**config.mk**
```make
export PLATFORM = sky130hd
export DESIGN_NAME = utf8_to_utf16_decoder_top
export DESIGN_NICKNAME = d
export VERILOG_FILES = /design/src/hw/rtl/u8u16_pkg.sv /design/src/hw/rtl/utf8_to_utf16_decoder_top.sv
export SDC_FILE = /design/constraint.sdc
export NUM_CORES = 1
export LEC_CHECK = 0
export ABC_AREA = 1
export BUFFER_PORTS_ARGS = -buffer_cell sky130_fd_sc_hd__buf_2
export CORE_ASPECT_RATIO = 1.2
export CORE_MARGIN = 2
export CORE_UTILIZATION = 40
export DETAILED_ROUTE_END_ITERATION = 12
export MAX_ROUTING_LAYER = met4
export PLACE_DENSITY = 0.55
export SLEW_MARGIN = 20
export SYNTH_ARGS = -nofsm -noshare
export SYNTH_HDL_FRONTEND = slang
export SYNTH_SLANG_ARGS = --single-unit
```
**constraint.sdc**
```tcl
create_clock -name clk -period 4.8 [get_ports clk]
set_input_delay 0.96 -clock clk [delete_from_list [all_inputs] [get_ports clk]]
set_output_delay 0.96 -clock clk [all_outputs]
set_load 0.02 [all_outputs]
```
**src/hw/rtl/u8u16_pkg.sv**
```systemverilog
// ----------------------------------------------------------------------------
// UTF-8 to UTF-16 decoder package
// Beat types and result codes shared by the decoder and its environment.
// ----------------------------------------------------------------------------
package u8u16_pkg;

  typedef enum logic [1:0] {
    KIND_UNIT  = 2'd0,
    KIND_ERROR = 2'd1,
    KIND_END   = 2'd2
  } kind_t;

  typedef struct packed {
    logic [7:0] data_byte;
    logic       final_byte;
  } in_beat_t;

  typedef struct packed {
    logic [15:0] code_unit;
    kind_t       result_kind;
    logic        run_last;
  } out_beat_t;

  localparam logic [15:0] REPLACEMENT_UNIT = 16'h003F;
  localparam logic [15:0] HIGH_SURR_BASE   = 16'hD800;
  localparam logic [15:0] LOW_SURR_BASE    = 16'hDC00;
  localparam logic [20:0] SUPP_PLANE_BASE  = 21'h010000;
  localparam logic [20:0] MAX_CODE_POINT   = 21'h10FFFF;
  localparam logic [20:0] SURR_FIRST       = 21'h00D800;
  localparam logic [20:0] SURR_LAST        = 21'h00DFFF;
  localparam int          MAX_RESULTS      = 3;

endpackage

```
**src/hw/rtl/utf8_to_utf16_decoder_top.sv**
```systemverilog
// ----------------------------------------------------------------------------
// UTF-8 to UTF-16 decoder
// Takes one UTF-8 byte per input beat and delivers UTF-16 code units,
// decode errors and end-of-string markers, one result per output beat.
//
// The input channel (in_valid, in_ready, in_beat) carries a byte and a flag
// that marks the last byte of a string. The output channel (out_valid,
// out_ready, out_beat) carries the results of each byte in order, and the
// last result of a byte has run_last set. A byte may give no result, or up
// to three.
// The byte is decoded in the cycle it is accepted, and its first result is
// presented in the next cycle. A byte with one result or none can be taken
// every cycle while out_ready is high; a byte with more results holds off
// the next byte while its results drain from the buffer, one beat a cycle.
// When the receiver stalls, results wait in the buffer. in_ready stays low
// while more than one result is waiting, or while one waits and out_ready
// is low.
// Reset empties the buffer, closes any open sequence and clears loose_mode.
// loose_mode_we writes loose_mode_data, which turns each error into '?'.
// ----------------------------------------------------------------------------
module utf8_to_utf16_decoder_top (
  input  logic                 clk,
  input  logic                 rst,
  input  logic                 loose_mode_we,
  input  logic                 loose_mode_data,
  input  logic                 in_valid,
  output logic                 in_ready,
  input  u8u16_pkg::in_beat_t  in_beat,
  output logic                 out_valid,
  input  logic                 out_ready,
  output u8u16_pkg::out_beat_t out_beat
);
  import u8u16_pkg::*;

  logic        loose_mode;
  logic [1:0]  bytes_pending;
  logic [2:0]  sequence_length;
  logic [20:0] code_point_acc;
  logic        all_trails_seen;

  logic [1:0]  bytes_pending_next;
  logic [2:0]  sequence_length_next;
  logic [20:0] code_point_acc_next;
  logic        all_trails_seen_next;

  out_beat_t   res_buf [MAX_RESULTS];
  logic [1:0]  count;

  out_beat_t   res [MAX_RESULTS];
  logic [1:0]  res_n;
  logic        in_fire;
  logic        out_fire;

  function automatic out_beat_t make_unit(input logic [15:0] unit, input kind_t kind);
    out_beat_t r;
    r.code_unit   = unit;
    r.result_kind = kind;
    r.run_last    = 1'b0;
    return r;
  endfunction

  function automatic out_beat_t make_error(input logic loose);
    out_beat_t r;
    if (loose) begin
      r = make_unit(REPLACEMENT_UNIT, KIND_UNIT);
    end else begin
      r = make_unit(16'h0000, KIND_ERROR);
    end
    return r;
  endfunction

  assign in_ready  = (count == 2'd0) || ((count == 2'd1) && out_ready);
  assign in_fire   = in_valid && in_ready;
  assign out_valid = (count != 2'd0);
  assign out_fire  = out_valid && out_ready;
  assign out_beat  = res_buf[0];

  always_comb begin
    logic [7:0]  b;
    logic        is_lead;
    logic        used;
    logic        bad;
    logic [20:0] cp;
    logic [20:0] c;
    b       = in_beat.data_byte;
    is_lead = (b < 8'h80) || ((b >= 8'hC2) && (b <= 8'hF4));
    used    = 1'b0;
    bad     = 1'b0;
    cp      = '0;
    c       = '0;
    res_n   = 2'd0;
    for (int i = 0; i < MAX_RESULTS; i++) begin
      res[i] = make_unit(16'h0000, KIND_UNIT);
    end
    bytes_pending_next   = bytes_pending;
    sequence_length_next = sequence_length;
    code_point_acc_next  = code_point_acc;
    all_trails_seen_next = all_trails_seen;

    if (bytes_pending != 2'd0) begin
      if (is_lead) begin
        res[res_n] = make_error(loose_mode);
        res_n = res_n + 2'd1;
        bytes_pending_next   = 2'd0;
        sequence_length_next = 3'd0;
        code_point_acc_next  = '0;
        all_trails_seen_next = 1'b1;
      end else begin
        used = 1'b1;
        cp = {code_point_acc[14:0], b[5:0]};
        code_point_acc_next = cp;
        if (b > 8'hBF) begin
          all_trails_seen_next = 1'b0;
        end
        bytes_pending_next = bytes_pending - 2'd1;
        if (bytes_pending_next == 2'd0) begin
          bad = !all_trails_seen_next;
          if (sequence_length == 3'd2) begin
            bad = bad || (cp < 21'h80);
          end else if (sequence_length == 3'd3) begin
            bad = bad || (cp < 21'h800) || ((cp >= SURR_FIRST) && (cp <= SURR_LAST));
          end else begin
            bad = bad || (cp < SUPP_PLANE_BASE) || (cp > MAX_CODE_POINT);
          end
          if (bad) begin
            res[res_n] = make_error(loose_mode);
            res_n = res_n + 2'd1;
          end else if (cp >= SUPP_PLANE_BASE) begin
            c = cp - SUPP_PLANE_BASE;
            res[res_n] = make_unit(HIGH_SURR_BASE | {6'd0, c[19:10]}, KIND_UNIT);
            res_n = res_n + 2'd1;
            res[res_n] = make_unit(LOW_SURR_BASE | {6'd0, c[9:0]}, KIND_UNIT);
            res_n = res_n + 2'd1;
          end else begin
            res[res_n] = make_unit(cp[15:0], KIND_UNIT);
            res_n = res_n + 2'd1;
          end
          sequence_length_next = 3'd0;
          code_point_acc_next  = '0;
          all_trails_seen_next = 1'b1;
        end
      end
    end

    if (!used) begin
      if (b < 8'h80) begin
        res[res_n] = make_unit({8'h00, b}, KIND_UNIT);
        res_n = res_n + 2'd1;
      end else if ((b >= 8'hC2) && (b <= 8'hDF)) begin
        sequence_length_next = 3'd2;
        bytes_pending_next   = 2'd1;
        code_point_acc_next  = {16'd0, b[4:0]};
      end else if ((b >= 8'hE0) && (b <= 8'hEF)) begin
        sequence_length_next = 3'd3;
        bytes_pending_next   = 2'd2;
        code_point_acc_next  = {17'd0, b[3:0]};
      end else if ((b >= 8'hF0) && (b <= 8'hF4)) begin
        sequence_length_next = 3'd4;
        bytes_pending_next   = 2'd3;
        code_point_acc_next  = {18'd0, b[2:0]};
      end else begin
        res[res_n] = make_error(loose_mode);
        res_n = res_n + 2'd1;
      end
    end

    if (in_beat.final_byte) begin
      if (bytes_pending_next != 2'd0) begin
        res[res_n] = make_error(loose_mode);
        res_n = res_n + 2'd1;
        bytes_pending_next   = 2'd0;
        sequence_length_next = 3'd0;
        code_point_acc_next  = '0;
        all_trails_seen_next = 1'b1;
      end
      res[res_n] = make_unit(16'h0000, KIND_END);
      res_n = res_n + 2'd1;
    end

    if (res_n != 2'd0) begin
      res[res_n - 2'd1].run_last = 1'b1;
    end
  end

  always_ff @(posedge clk) begin
    if (rst) begin
      loose_mode <= 1'b0;
    end else if (loose_mode_we) begin
      loose_mode <= loose_mode_data;
    end
  end

  always_ff @(posedge clk) begin
    if (rst) begin
      bytes_pending   <= 2'd0;
      sequence_length <= 3'd0;
      code_point_acc  <= '0;
      all_trails_seen <= 1'b1;
    end else if (in_fire) begin
      bytes_pending   <= bytes_pending_next;
      sequence_length <= sequence_length_next;
      code_point_acc  <= code_point_acc_next;
      all_trails_seen <= all_trails_seen_next;
    end
  end

  always_ff @(posedge clk) begin
    if (rst) begin
      count <= 2'd0;
    end else if (in_fire) begin
      count <= res_n;
    end else if (out_fire) begin
      count <= count - 2'd1;
    end
  end

  always_ff @(posedge clk) begin
    if (in_fire) begin
      for (int i = 0; i < MAX_RESULTS; i++) begin
        res_buf[i] <= res[i];
      end
    end else if (out_fire) begin
      for (int i = 0; i < MAX_RESULTS - 1; i++) begin
        res_buf[i] <= res_buf[i + 1];
      end
    end
  end

  assert property (@(posedge clk) disable iff (rst)
    (in_fire && in_beat.final_byte) |=> (bytes_pending == 2'd0))
    else $error("Sequence still open after the final byte of a string.");

  assert property (@(posedge clk) disable iff (rst)
    (in_fire && in_beat.final_byte) |=> out_valid)
    else $error("Final byte produced no end-of-string result.");

  assert property (@(posedge clk) disable iff (rst)
    (out_valid && out_beat.run_last) |-> (count == 2'd1))
    else $error("Run marked last while further results are buffered.");

  assert property (@(posedge clk) disable iff (rst)
    (bytes_pending != 2'd0) |-> ({1'b0, bytes_pending} < sequence_length))
    else $error("Pending byte count does not fit the open sequence length.");

endmodule
```
==> out/qor.txt <==
run status: finished, final reports clean
VDD IR max: 0.000211 V
synth cell count leaders: nand2_1 (188), inv_1 (70), nor2_1 (50)
minimum clock period: 4210 ps
f_max: 237 MHz
core area: 11400 um2
post-CTS resize count: 0
RSZ-0062 raised after global routing: no
crit share post-route: 0.877
crit path launch type: primary input
Netlist Area Pre-Place: 4630 um2
met3 wire len: 637 um
drc violations: 0
leading post-synthesis cells by cell area: edfxtp_1 (29%), nand2_1 (15%), dfxtp_1 (10%)
Fin. Hold Viols: 0
CTS root buffer: clkbuf_16
Critical Path RT: 4970 ps
clk slew on worst S/H paths: 60 ps
hold depth: 2
post-synth top area share: 0.285
FP Rows: 43
CP Max Fanout: 7
Worst-Skew Late Latency: 340 ps
vias in the first global route: 4062
Async S/R FF share, synth: 0
Hold Crit Start: count[1]$_SDFFE_PP0P_
vias per cell: 5.19
P per Cell Area: 466 nW/um2
IO Count: 36
Nets: 691
CTS Buffer Depth: 2
largest net degree at the start of global routing: 34
Inserted Diodes: 0
number of synthesized flops with an enable pin: 44
clock sinks: 68
via count: 4270
worst flop-to-flop path endpoint: res_buf[0][28]$_DFFE_PP_
top layer in use: met4
final WL: 13300 um
Gate Count Post-Synth: 637
CTS tree: yes
First DRT Iteration DRCs: 288
met2 routed WL: 6330 um
GRT Overall Usage: 0.236
Post-Place Cells: 807
HPWL Detailed: 10200 um
syn avg cell area: 7.28 um2
initial antenna violation count: 0
share of cells above drive strength 1: 0.152
worst hold slack: 465 ps
crit path kind: primary input to flip-flop
Post-synth top flop: edfxtp_1
global-route wire length before repair: 21500 um
die area: 12500 um2
H-tree depth: 3
flop-to-flop setup slack: 780 ps
area leader, netlist: edfxtp_1
number of max-cap violations: 0
Reg2Reg Depth: 25
remaining antenna violation count: 0
area growth from synthesis to layout: 12.1%
Chip Width: 102 um
post-synthesis sequential area ratio: 0.389
wire length per cell: 16.2 um
Post-CTS Setup Bufs: 0
hold_buf cts: 0
Synth Net Count: 667
number of synthesized register bits: 68
Arr. time, crit path: 4380 ps
CTS buffer count: 9
I/O Buffers: 35
measured slew at the worst slew-check pin: 739 ps
final setup violation count: 0
Synth warnings: 0
GR Overflow Total: 0
most numerous cell in the Yosys netlist: nand2_1
GPL Wtd Cong: 0.960
Hold WC Path Type: flip-flop to flip-flop
clk_skew: 8.12 ps
Initial Util: 0.406
Die Y: 122 um
setup tns final: 0 ps
non-filler instance count after layout: 823
P_leak: 2.26 nW
post-synth cell types: 43
hold path endpoint: count[1]$_SDFFE_PP0P_
Crit Reg-Reg Startpoint: code_point_acc[10]$_SDFFE_PP0P_
Slew Limit Fails: 0
drt pass-1 iters: 5
Worst setup EP type: flip-flop
DRT met1 WL: 5850 um
Max transition margin: 0.503
per-stage QoR:
step	util	cell area [um2]	total power [mW]	setup slack, ps
final	0.455	5190	2.42	588
after global routing	0.455	5190	2.58	173
after CTS	0.455	5190	2.45	592
after detailed placement	0.429	4900	1.78	245
after global placement	0.429	4900	1.76	313
after floorplan	-	4630	1.60	719
cell families (layout without fill, tap and decap cells):
logic type	count (synthesis)	count (layout)	synth area share
AOI/OAI and AO/OA	125	125	0.158
buffers and inverters	113	142	0.107
DFF	68	68	0.389
and+or+nand+nor	315	315	0.304
adders and majority gates	15	15	0.0405
other	1	1	0.000809
layer usage:
metal,up-vias,global-route usage
met1,1955,0.299
met4,0,0.105
met5,-,-
met3,34,0.0407
li1,2147,-
met2,134,0.368
where the power goes:
| group | switching, mW | internal (mW) |
|---|---|---|
| Sequential | 0.0529 | 0.876 |
| Clock | 0.262 | 0.404 |
| Combinational | 0.597 | 0.230 |
critical path: stages:
cell      delay (ps)
buf_2            190
inv_1            150
nor2_2           140
nand2_1          110
nand2_4          140
nand2_4           90
nor2_4           130
nand2_1          100
nor2_4           220
nand2_4           70
ha_1             270
nand2_1           60
nand2_2          110
inv_1             60
ha_1             260
o21ai_0          330
inv_1            110
ha_1             210
nand2_1           90
nand2_1           70
inv_1            130
nand3_2          160
o211ai_1         210
cells in the final DEF, fill, tap and decap left out, types with 4 or more instances in the layout:
| cell type | netlist | routed |
|---|---|---|
| buf_4 | 19 | 12 |
| a21oi_1 | 42 | 42 |
| nand2_4 | 4 | 4 |
| nand4_1 | 12 | 12 |
| inv_2 | 7 | 7 |
| o21ai_1 | 12 | 12 |
| nor3_1 | 5 | 5 |
| clkbuf_16 | 0 | 9 |
| edfxtp_1 | 44 | 44 |
| ha_1 | 15 | 15 |
| nand3_1 | 36 | 36 |
| nor2_4 | 4 | 4 |
| o22ai_1 | 17 | 17 |
| nand3_2 | 4 | 4 |
| o21ai_0 | 34 | 34 |
| nor2_2 | 4 | 4 |
| dfxtp_1 | 24 | 24 |
| nand2_2 | 4 | 4 |
| buf_2 | 1 | 35 |
| nor2_1 | 50 | 50 |
| inv_1 | 70 | 70 |
| nand2_1 | 188 | 188 |
layout make-up:
cell class	instances	area (um2)
Fill cell	1226	6210
Multi-Input combinational cell	456	2330
Sequential cell	68	1800
Inverter	79	298
Timing Repair Buffer	47	265
Clock buffer	9	225
Tap cell	157	196
Clock inverter	7	73.8
sequential cells by signal, indices dropped and copies added, names as in the netlist:
name	flops
sequence_length	3
code_point_acc	15
res_buf	44
count	2
bytes_pending	2
loose_mode	1
all_trails_seen	1
how the worst max path moves through the flow:
stage	from	to	slack [ps]	cells after the start
2_1_floorplan	in_beat[8]	res_buf[0][28]$_DFFE_PP_	720	23
3_3_place_gp	in_beat[5]	res_buf[0][28]$_DFFE_PP_	310	23
3_5_place_dp	in_beat[5]	res_buf[0][28]$_DFFE_PP_	240	23
4_1_cts	in_beat[5]	res_buf[0][28]$_DFFE_PP_	590	23
5_1_grt	in_beat[5]	res_buf[0][22]$_DFFE_PP_	170	23
6_report	in_beat[5]	res_buf[0][28]$_DFFE_PP_	590	23
No activity file was read; power rests on OpenSTA's default activity.
